File: config.mk
export PLATFORM = sky130hd
export DESIGN_NAME = longest_prefix_table_lookup
export DESIGN_NICKNAME = d
export VERILOG_FILES = /design/src/sv/lptl_pkg.sv /design/src/sv/lptl_ram.sv /design/src/sv/lptl_front.sv /design/src/sv/lptl_back.sv /design/src/sv/longest_prefix_table_lookup.sv
export SDC_FILE = /design/constraint.sdc
export NUM_CORES = 2
export LEC_CHECK = 0
export ABC_AREA = 0
export BUFFER_PORTS_ARGS = -buffer_cell sky130_fd_sc_hd__buf_2
export CAP_MARGIN = 10
export CORE_ASPECT_RATIO = 1.5
export CORE_MARGIN = 2
export CORE_UTILIZATION = 52
export DETAILED_ROUTE_END_ITERATION = 10
export PLACE_DENSITY_LB_ADDON = 0.3
export SYNTH_ARGS = -nofsm -noshare
export SYNTH_HDL_FRONTEND = slang
export SYNTH_SLANG_ARGS = --single-unit
File: constraint.sdc
create_clock -name clock -period 8.5 [get_ports clock]
set_input_delay 0.85 -clock clock [delete_from_list [all_inputs] [get_ports clock]]
set_output_delay 0.85 -clock clock [all_outputs]
set_load 0.01 [all_outputs]
File: src/sv/lptl_pkg.sv
// Shared types, constants and helpers for the longest-prefix table lookup.
package lptl_pkg;

   // Table geometry
   localparam int TABLE_DEPTH = 64;
   localparam int NAME_CHARS  = 5;
   localparam int IDX_W       = (TABLE_DEPTH > 1) ? $clog2(TABLE_DEPTH) : 1;
   localparam int CNT_W       = $clog2(TABLE_DEPTH + 1);
   localparam int NAME_W      = 8 * NAME_CHARS;
   localparam int MLEN_W      = $clog2(NAME_CHARS + 1);

   // Fixed field widths of the ports
   localparam int ENTRY_INDEX_W = 6;
   localparam int NAME_PORT_W   = 40;
   localparam int RADIUS_W      = 16;
   localparam int ENTRY_COUNT_W = 7;
   localparam int MATCH_LEN_W   = 3;

   // Table word: name in the top bits, radius below
   localparam int ENTRY_W = NAME_W + RADIUS_W;

   // Item queue between front and back
   localparam int QUEUE_DEPTH = 2;
   localparam int QPTR_W      = (QUEUE_DEPTH > 1) ? $clog2(QUEUE_DEPTH) : 1;
   localparam int QCNT_W      = $clog2(QUEUE_DEPTH + 1);

   typedef enum logic [0:0] {
      OP_WRITE = 1'b0,
      OP_QUERY = 1'b1
   } op_type;

   typedef enum logic [1:0] {
      ST_IDLE,
      ST_SCAN,
      ST_DONE
   } st_type;

   // One classified word as it sits in the queue
   typedef struct packed {
      op_type                   op;
      logic [ENTRY_INDEX_W-1:0] entry_index;
      logic [NAME_W-1:0]        name;
      logic [RADIUS_W-1:0]      radius;
      logic [NAME_CHARS-1:0]    live;   // bit k: chars 0..k of the name are all non-NUL
   } q_item_type;

   // Byte k of a name, k = 0 is the first character
   function automatic logic [7:0] name_byte(input logic [NAME_W-1:0] v, input int k);
      name_byte = v[NAME_W-1-8*k -: 8];
   endfunction

   // Prefix mask of non-NUL characters
   function automatic logic [NAME_CHARS-1:0] live_mask(input logic [NAME_W-1:0] v);
      logic run;
      logic [NAME_CHARS-1:0] m;
      run = 1'b1;
      m   = '0;
      for (int k = 0; k < NAME_CHARS; k++) begin
         run  = run & (name_byte(v, k) != 8'h00);
         m[k] = run;
      end
      live_mask = m;
   endfunction

   // Leading characters where the query is live and both names agree
   function automatic logic [MLEN_W-1:0] match_len(input logic [NAME_W-1:0]     q,
                                                   input logic [NAME_CHARS-1:0] qlive,
                                                   input logic [NAME_W-1:0]     e);
      logic run;
      logic [MLEN_W-1:0] n;
      run = 1'b1;
      n   = '0;
      for (int k = 0; k < NAME_CHARS; k++) begin
         run = run & qlive[k] & (name_byte(q, k) == name_byte(e, k));
         if (run) begin
            n = n + MLEN_W'(1);
         end
      end
      match_len = n;
   endfunction

endpackage

File: src/sv/lptl_ram.sv
// Generic single-write, single-read RAM with registered read data.
module lptl_ram #(
   parameter int WIDTH = 8,
   parameter int DEPTH = 16,
   parameter int AW    = (DEPTH > 1) ? $clog2(DEPTH) : 1
) (
   input  logic             clock,
   input  logic             wr_en,
   input  logic [AW-1:0]    wr_addr,
   input  logic [WIDTH-1:0] wr_data,
   input  logic             rd_en,
   input  logic [AW-1:0]    rd_addr,
   output logic [WIDTH-1:0] rd_data
);

   logic [WIDTH-1:0] mem_ff [DEPTH];
   logic [WIDTH-1:0] rd_data_ff;

   always_ff @(posedge clock) begin
      if (wr_en) begin
         mem_ff[wr_addr] <= wr_data;
      end
      if (rd_en) begin
         rd_data_ff <= mem_ff[rd_addr];
      end
   end

   assign rd_data = rd_data_ff;

endmodule

File: src/sv/lptl_front.sv
// Front end: takes request words, classifies them and queues them for the back end.
module lptl_front
   import lptl_pkg::*;
(
   input  logic                     clock,
   input  logic                     reset,
   input  logic                     req_valid,
   output logic                     req_stall,
   input  logic                     req_op,
   input  logic [ENTRY_INDEX_W-1:0] req_entry_index,
   input  logic [NAME_PORT_W-1:0]   req_name_chars,
   input  logic [RADIUS_W-1:0]      req_radius_in,
   output q_item_type               q_item,
   input  logic                     q_pop,
   output logic                     q_valid
);

   q_item_type        q_mem_ff [QUEUE_DEPTH];
   logic [QPTR_W-1:0] wr_ptr_ff, wr_ptr_in;
   logic [QPTR_W-1:0] rd_ptr_ff, rd_ptr_in;
   logic [QCNT_W-1:0] count_ff, count_in;
   logic              push;
   logic              pop;
   q_item_type        new_item;

   // Classify the incoming word
   always_comb begin
      new_item.op          = op_type'(req_op);
      new_item.entry_index = req_entry_index;
      new_item.name        = NAME_W'(req_name_chars);
      new_item.radius      = req_radius_in;
      new_item.live        = live_mask(NAME_W'(req_name_chars));
   end

   assign req_stall = (count_ff == QCNT_W'(QUEUE_DEPTH));
   assign push      = req_valid & ~req_stall;
   assign q_valid   = (count_ff != '0);
   assign pop       = q_pop & q_valid;
   assign q_item    = q_mem_ff[rd_ptr_ff];

   // Pointer and fill count
   always_comb begin
      wr_ptr_in = wr_ptr_ff;
      rd_ptr_in = rd_ptr_ff;
      count_in  = count_ff;
      if (push) begin
         wr_ptr_in = (wr_ptr_ff == QPTR_W'(QUEUE_DEPTH - 1)) ? '0 : wr_ptr_ff + QPTR_W'(1);
      end
      if (pop) begin
         rd_ptr_in = (rd_ptr_ff == QPTR_W'(QUEUE_DEPTH - 1)) ? '0 : rd_ptr_ff + QPTR_W'(1);
      end
      if (push && !pop) begin
         count_in = count_ff + QCNT_W'(1);
      end else if (pop && !push) begin
         count_in = count_ff - QCNT_W'(1);
      end
   end

   always_ff @(posedge clock) begin
      if (reset) begin
         wr_ptr_ff <= '0;
         rd_ptr_ff <= '0;
         count_ff  <= '0;
      end else begin
         wr_ptr_ff <= wr_ptr_in;
         rd_ptr_ff <= rd_ptr_in;
         count_ff  <= count_in;
      end
   end

   // Queue storage
   always_ff @(posedge clock) begin
      if (push) begin
         q_mem_ff[wr_ptr_ff] <= new_item;
      end
   end

endmodule

File: src/sv/lptl_back.sv
// Back end: performs table writes and walks the table for queries.
module lptl_back
   import lptl_pkg::*;
(
   input  logic                     clock,
   input  logic                     reset,
   input  q_item_type               q_item,
   input  logic                     q_valid,
   output logic                     q_pop,
   input  logic [ENTRY_COUNT_W-1:0] entry_count,
   output logic                     ram_wr_en,
   output logic [IDX_W-1:0]         ram_wr_addr,
   output logic [ENTRY_W-1:0]       ram_wr_data,
   output logic                     ram_rd_en,
   output logic [IDX_W-1:0]         ram_rd_addr,
   input  logic [ENTRY_W-1:0]       ram_rd_data,
   output logic                     rsp_valid,
   input  logic                     rsp_stall,
   output logic                     rsp_found,
   output logic [RADIUS_W-1:0]      rsp_radius_out,
   output logic [ENTRY_INDEX_W-1:0] rsp_best_index,
   output logic [MATCH_LEN_W-1:0]   rsp_match_length
);

   st_type                  state_ff, state_in;
   logic [CNT_W-1:0]        rd_addr_ff, rd_addr_in;
   logic [CNT_W-1:0]        limit_ff, limit_in;
   logic                    cmp_vld_ff, cmp_vld_in;
   logic [IDX_W-1:0]        cmp_idx_ff, cmp_idx_in;
   logic [NAME_W-1:0]       q_name_ff, q_name_in;
   logic [NAME_CHARS-1:0]   q_live_ff, q_live_in;
   logic [MLEN_W-1:0]       best_len_ff, best_len_in;
   logic [IDX_W-1:0]        best_idx_ff, best_idx_in;
   logic [RADIUS_W-1:0]     best_rad_ff, best_rad_in;
   logic                    rsp_valid_ff, rsp_valid_in;
   logic                    rsp_found_ff, rsp_found_in;
   logic [RADIUS_W-1:0]     rsp_radius_ff, rsp_radius_in;
   logic [ENTRY_INDEX_W-1:0] rsp_index_ff, rsp_index_in;
   logic [MATCH_LEN_W-1:0]  rsp_mlen_ff, rsp_mlen_in;

   logic                    start_query;
   logic                    issue;
   logic                    rsp_load;
   logic [MLEN_W-1:0]       cur_len;
   logic [CNT_W-1:0]        count_limit;

   // Entries actually searched: entry_count clipped to the table depth
   assign count_limit = (32'(entry_count) > 32'(TABLE_DEPTH)) ? CNT_W'(TABLE_DEPTH)
                                                              : CNT_W'(entry_count);
   assign issue   = (state_ff == ST_SCAN) && (rd_addr_ff < limit_ff);
   assign cur_len = match_len(q_name_ff, q_live_ff, ram_rd_data[ENTRY_W-1 -: NAME_W]);

   // Next state
   always_comb begin
      state_in = state_ff;
      unique case (state_ff)
         ST_IDLE: begin
            if (q_valid && q_item.op == OP_QUERY) begin
               state_in = ST_SCAN;
            end
         end
         ST_SCAN: begin
            if (!issue && !cmp_vld_ff) begin
               state_in = ST_DONE;
            end
         end
         ST_DONE: begin
            if (!rsp_valid_ff || !rsp_stall) begin
               state_in = ST_IDLE;
            end
         end
         default: state_in = ST_IDLE;
      endcase
   end

   // State outputs
   always_comb begin
      q_pop       = 1'b0;
      start_query = 1'b0;
      ram_wr_en   = 1'b0;
      rsp_load    = 1'b0;
      unique case (state_ff)
         ST_IDLE: begin
            if (q_valid) begin
               q_pop = 1'b1;
               if (q_item.op == OP_QUERY) begin
                  start_query = 1'b1;
               end else begin
                  ram_wr_en = (32'(q_item.entry_index) < 32'(TABLE_DEPTH));
               end
            end
         end
         ST_SCAN: begin
         end
         ST_DONE: begin
            rsp_load = !rsp_valid_ff || !rsp_stall;
         end
         default: begin
         end
      endcase
   end

   // Table port
   assign ram_wr_addr = IDX_W'(q_item.entry_index);
   assign ram_wr_data = {q_item.name, q_item.radius};
   assign ram_rd_en   = issue;
   assign ram_rd_addr = IDX_W'(rd_addr_ff);

   // Scan datapath: read one entry a cycle, compare the entry read last cycle
   always_comb begin
      rd_addr_in  = rd_addr_ff;
      limit_in    = limit_ff;
      q_name_in   = q_name_ff;
      q_live_in   = q_live_ff;
      best_len_in = best_len_ff;
      best_idx_in = best_idx_ff;
      best_rad_in = best_rad_ff;
      cmp_vld_in  = issue;
      cmp_idx_in  = IDX_W'(rd_addr_ff);
      if (start_query) begin
         rd_addr_in  = '0;
         limit_in    = count_limit;
         q_name_in   = q_item.name;
         q_live_in   = q_item.live;
         best_len_in = '0;
         best_idx_in = '0;
         best_rad_in = '0;
      end else begin
         if (issue) begin
            rd_addr_in = rd_addr_ff + CNT_W'(1);
         end
         // strictly longer match wins, so the earliest entry keeps a tie
         if (cmp_vld_ff && cur_len > best_len_ff) begin
            best_len_in = cur_len;
            best_idx_in = cmp_idx_ff;
            best_rad_in = ram_rd_data[RADIUS_W-1:0];
         end
      end
   end

   // Response register
   always_comb begin
      rsp_valid_in  = rsp_valid_ff & rsp_stall;
      rsp_found_in  = rsp_found_ff;
      rsp_radius_in = rsp_radius_ff;
      rsp_index_in  = rsp_index_ff;
      rsp_mlen_in   = rsp_mlen_ff;
      if (rsp_load) begin
         rsp_valid_in  = 1'b1;
         rsp_found_in  = (best_len_ff != '0);
         rsp_radius_in = best_rad_ff;
         rsp_index_in  = ENTRY_INDEX_W'(best_idx_ff);
         rsp_mlen_in   = MATCH_LEN_W'(best_len_ff);
      end
   end

   always_ff @(posedge clock) begin
      if (reset) begin
         state_ff     <= ST_IDLE;
         cmp_vld_ff   <= 1'b0;
         rsp_valid_ff <= 1'b0;
      end else begin
         state_ff     <= state_in;
         cmp_vld_ff   <= cmp_vld_in;
         rsp_valid_ff <= rsp_valid_in;
      end
   end

   always_ff @(posedge clock) begin
      rd_addr_ff    <= rd_addr_in;
      limit_ff      <= limit_in;
      cmp_idx_ff    <= cmp_idx_in;
      q_name_ff     <= q_name_in;
      q_live_ff     <= q_live_in;
      best_len_ff   <= best_len_in;
      best_idx_ff   <= best_idx_in;
      best_rad_ff   <= best_rad_in;
      rsp_found_ff  <= rsp_found_in;
      rsp_radius_ff <= rsp_radius_in;
      rsp_index_ff  <= rsp_index_in;
      rsp_mlen_ff   <= rsp_mlen_in;
   end

   assign rsp_valid        = rsp_valid_ff;
   assign rsp_found        = rsp_found_ff;
   assign rsp_radius_out   = rsp_radius_ff;
   assign rsp_best_index   = rsp_index_ff;
   assign rsp_match_length = rsp_mlen_ff;

endmodule

File: src/sv/longest_prefix_table_lookup.sv
// Top level of the longest-prefix name table lookup.
// A request word either writes one table slot (op 0: name and radius stored at
// entry_index, no response) or queries by name (op 1: exactly one response word
// with the entry whose leading characters match longest, earliest slot on a
// tie; found is 0 with zero fields if nothing matches one character).
// Words enter a two-deep queue, so up to two can be taken while the back end
// is busy. The back end serves one word at a time: a write is stored as it
// leaves the queue, a query walks the table through a single RAM read port
// at one entry per cycle, and the back end stays busy with a query until its
// response word is loaded into the output register, which waits while the
// previous response is still stalled. The user must write entry_count
// through the csr port only while no word is in flight; the block itself
// does not enforce this. csr_ready is always high. Slots that were never
// written hold unknown data and should not lie within entry_count.
module longest_prefix_table_lookup
   import lptl_pkg::*;
(
   input  logic                     clock,
   input  logic                     reset,
   input  logic                     req_valid,
   output logic                     req_stall,
   input  logic                     req_op,
   input  logic [ENTRY_INDEX_W-1:0] req_entry_index,
   input  logic [NAME_PORT_W-1:0]   req_name_chars,
   input  logic [RADIUS_W-1:0]      req_radius_in,
   output logic                     rsp_valid,
   input  logic                     rsp_stall,
   output logic                     rsp_found,
   output logic [RADIUS_W-1:0]      rsp_radius_out,
   output logic [ENTRY_INDEX_W-1:0] rsp_best_index,
   output logic [MATCH_LEN_W-1:0]   rsp_match_length,
   input  logic                     csr_valid,
   output logic                     csr_ready,
   input  logic [ENTRY_COUNT_W-1:0] csr_entry_count
);

   logic [ENTRY_COUNT_W-1:0] entry_count_ff, entry_count_in;
   q_item_type               q_item;
   logic                     q_valid;
   logic                     q_pop;
   logic                     ram_wr_en;
   logic [IDX_W-1:0]         ram_wr_addr;
   logic [ENTRY_W-1:0]       ram_wr_data;
   logic                     ram_rd_en;
   logic [IDX_W-1:0]         ram_rd_addr;
   logic [ENTRY_W-1:0]       ram_rd_data;

   // Configuration register
   assign csr_ready      = 1'b1;
   assign entry_count_in = (csr_valid && csr_ready) ? csr_entry_count : entry_count_ff;

   always_ff @(posedge clock) begin
      if (reset) begin
         entry_count_ff <= '0;
      end else begin
         entry_count_ff <= entry_count_in;
      end
   end

   lptl_front u_front (
      .clock           (clock),
      .reset           (reset),
      .req_valid       (req_valid),
      .req_stall       (req_stall),
      .req_op          (req_op),
      .req_entry_index (req_entry_index),
      .req_name_chars  (req_name_chars),
      .req_radius_in   (req_radius_in),
      .q_item          (q_item),
      .q_pop           (q_pop),
      .q_valid         (q_valid)
   );

   lptl_back u_back (
      .clock            (clock),
      .reset            (reset),
      .q_item           (q_item),
      .q_valid          (q_valid),
      .q_pop            (q_pop),
      .entry_count      (entry_count_ff),
      .ram_wr_en        (ram_wr_en),
      .ram_wr_addr      (ram_wr_addr),
      .ram_wr_data      (ram_wr_data),
      .ram_rd_en        (ram_rd_en),
      .ram_rd_addr      (ram_rd_addr),
      .ram_rd_data      (ram_rd_data),
      .rsp_valid        (rsp_valid),
      .rsp_stall        (rsp_stall),
      .rsp_found        (rsp_found),
      .rsp_radius_out   (rsp_radius_out),
      .rsp_best_index   (rsp_best_index),
      .rsp_match_length (rsp_match_length)
   );

   // Name and radius table
   lptl_ram #(
      .WIDTH (ENTRY_W),
      .DEPTH (TABLE_DEPTH)
   ) u_table (
      .clock   (clock),
      .wr_en   (ram_wr_en),
      .wr_addr (ram_wr_addr),
      .wr_data (ram_wr_data),
      .rd_en   (ram_rd_en),
      .rd_addr (ram_rd_addr),
      .rd_data (ram_rd_data)
   );

endmodule

==> results.md <==
* Hold Crit Class: input port to flip-flop
* Largest net degree at the start of global routing at 142
* Area occupied by multi-input gates at 30200 µm²
* Die height at 657 µm
* Period minus WS final at 5450 ps
* Die area at 289000 µm²
* Setup TNS at 0 ps
* Cts hold-fix bufs at 0
* Max_slew headroom at 12.7%
* Row cnt at 239
* Initial Utilization at 52.3%
* Fmax at 0.183 GHz
* Cell family with most CP delay: simple AND/OR/NAND/NOR gates
* Number of synthesized flops with an enable pin at 3854
* Core ar. at 283000 µm²
* Placer congestion estimate at 0.821
* Outcome: finished clean
* Post-synth ARST share at 0%
* # IOs at 104
* Worst slew pin tran at 1310 ps
* FF-to-FF path depth at 18
* Clock Latency Late Sink at 910 ps
* Dpl hpwl at 210000 µm
* CP arrival at 6200 ps
* Hold path cells at 1
* CP Max Fanout at 28
* Vias per inst at 6.72
* Die width at 439 µm
* WP depth at 18
* Final instance area at 165000 µm²
* Buffers plus inverters on the worst setup path at 2
* WL/cell at 39.2 µm
* Root Buffer: clkbuf_16
* Resized Gates After CTS at 0
* Seq/Total Area, Yosys at 79.0%
* Iteration-0 DRC Markers at 11.1k
* Internal power at 36300 µW
* Max Slew Vio Count at 0
* Sw Pwr at 12700 µW
* CP max stage delay at 850 ps
* Final nets at 6370
* Worst-path clk slew at 60 ps
* Register area at 117000 µm²
* Cells after Synth at 5949
* PnR Total Power at 49000 µW
* Critical Path, Cell by Cell: xnor2_1 > nand3_1 > nor3_1 > nand4_1 > o21ai_0 > ha_1 > inv_1 > mux2i_1 > mux2_2 > ha_1 > mux2_2 > ha_1 > nor2b_1 > o21ai_0 > a21oi_4 > buf_4 > mux2i_1 > nor2_1
* Main synth FF type: edfxtp_1
* Clk pwr share at 31.9%
* Post-Route WL at 403000 µm
* Mapped cell area at 148000 µm²
* # port buffers at 102
* Synthesized Nets at 6039
* Critical path class: flip-flop to flip-flop
* Synth warnings at 0
* Final hold violation count at 0
* Period utilisation layout at 64.1%
* Clk_skew at 62.7 ps
* Leakage at 0.0496 µW
* Clock sink count at 3908
* Syn avg cell area at 24.9 µm²
* Post-synth cell types at 44
* Slowest CP cell: nor3_1
* Sequential power share at 48.3%
* Placed Area at 154000 µm²
* Area growth syn-to-layout at 11.7%
* Setup Fix Bufs, Post-CTS at 0
* Total CTS buffers at 344
* Detail Route Antenna Nets at 0
* Final setup viols at 0
* Via count at 69.1k
* Initial antenna violation count at 7
* Layout cells sized above 1 at 31.4%
* Cell mode on critical path: ha_1
* Post-Route Utilization at 58.4%
* Global-route wire length before repair at 556000 µm
* CTS tree: built
* First drt pass iteration count at 8
* RSZ-0062 raised after global routing: false
* Number of global-route vias before repair at 69.5k
* MaxCap Viol Count at 0
* Crit path launch type: flip-flop
* Logic pwr share at 19.8%
* GRT Overall Usage at 28.0%
* Global route overflow at 0
* Post-route DRC at 0
* H-tree lvl count at 5
* PwrDens at 297 nW/µm²
* Maximum buffer depth of the clock tree at 4
* Net switching fraction of the power at 26.0%
* Maximum VDD drop at 205 µV
* CP endpoint kind: flip-flop
* Fillcell total at 19.5k
* WP data required at 9250 ps
* #FFs+latches synth at 3908
[power by group through the flow]
stage,registers (µW),logic [µW],clock network (µW)
6_report,23700,9690,15600
5_1_grt,23700,10300,16400
4_1_cts,23700,9770,15800
3_5_place_dp,24100,9740,0
3_3_place_gp,24000,9560,0
2_1_floorplan,23800,7030,0
[placed cells by master, fill, tap and decap left out, drive strengths merged, types with 2 or more instances in the layout]
cell and n:
a211oi 39, a21o 3, a21oi 49, and3 3
buf 283, bufinv 35, clkbuf 424, clkinv 134
clkinvlp 14, dfxtp 54, diode 5, edfxtp 3854
ha 15, inv 35, mux2 64, mux2i 72
mux4 1137, nand2 39, nand2b 5, nand3 9
nand4 7, nor2 111, nor2b 47, nor3 11
nor4 12, o211ai 3, o21ai 10, o22ai 3
o31ai 2, o32ai 6, or3 6, xnor2 37
xor2 14
[cell usage after synthesis (42+ instances only)]
| cell type | n | area share (%) |
|---|---|---|
| a21oi_1 | 49 | 0.17 |
| buf_1 | 42 | 0.11 |
| buf_2 | 109 | 0.37 |
| clkbuf_1 | 121 | 0.31 |
| dfxtp_1 | 54 | 0.73 |
| edfxtp_1 | 3854 | 78 |
| mux2_2 | 64 | 0.49 |
| mux2i_1 | 72 | 0.49 |
| mux4_2 | 1137 | 17 |
| nor2_1 | 111 | 0.28 |
| nor2b_1 | 47 | 0.20 |
[layer usage]
layer	routed length (µm)	global-route usage (%)	part of all wire, %
met5	7	0	0.0017
met4	25200	14.4	6.2
met3	36800	4.21	9.1
met2	204000	46.6	50
met1	138000	35.9	34
[final cells by class]
cell class / instances / share of cell area [%]
antenna: 5 / 0.00757
clock buffer: 424 / 5.54
clock inverter: 190 / 1.17
inverter: 28 / 0.0666
multi-input combinational: 1715 / 18.3
sequential: 3908 / 70.7
tap: 3735 / 2.83
timing repair buffer: 283 / 1.41
[worst register-to-register path: stages, from the launching register on]
cell and delay [ps]:
edfxtp_1 390, xnor2_1 210, nand3_1 100, nor3_1 850
nand4_1 530, o21ai_0 380, ha_1 300, inv_1 60
mux2i_1 70, mux2_2 300, ha_1 280, mux2_2 290
ha_1 300, nor2b_1 130, o21ai_0 140, a21oi_4 160
buf_4 440, mux2i_1 310, nor2_1 70
[sequential cells by signal (all words and copies together) (netlist names), 2 cells and up, named ones only]
signal and flops:
u_front.q_mem_ff 136, u_back.state_ff 2, u_front.count_ff 2, u_table.rd_data 56, u_back.q_name_ff 40, u_back.rsp_best_index 6
u_back.best_len_ff 3, entry_count_ff 7, u_back.best_rad_ff 16, u_back.rsp_match_length 3, u_back.rd_addr_ff 7, u_back.cmp_idx_ff 6
u_table.mem_ff 3584, u_back.best_idx_ff 6, u_back.q_live_ff 5, u_back.rsp_radius_out 16, u_back.limit_ff 7
[per-stage QoR]
stage / setup slack [ps] / hold slack, ps / std cells
final: 3050 / 154 / 10288
after global routing: 2890 / 142 / 10284
after CTS: 3130 / 107 / 10280
after detailed placement: 3170 / 414 / 9666
after global placement: 3200 / 419 / 9665
after floorplan: 3820 / 352 / 5949
[kinds of logic after synthesis]
| family | after synthesis | synth area share, % |
|---|---|---|
| flip-flops | 3908 | 79.0 |
| buffers and inverters | 326 | 0.993 |
| XOR/XNOR | 51 | 0.302 |
| multiplexers | 1273 | 18.3 |
| other | 1 | 0.00253 |
| AND/OR/NAND/NOR | 255 | 0.811 |
| adder cells (fa/ha/maj) | 15 | 0.127 |
| AO/OA/AOI/OAI | 120 | 0.516 |
[worst paths after layout]
kind | slack [ps] | end | start
min | 150 | u_front.q_mem_ff[1][64] | req_entry_index[3]
max reg2reg | 3050 | u_back.best_idx_ff[2] | u_table.rd_data[55]
max | 3050 | u_back.best_idx_ff[2] | u_table.rd_data[55]
min reg2reg | 440 | u_back.rsp_radius_out[1] | u_back.best_rad_ff[1]
Power figures use the tool's default switching activity.
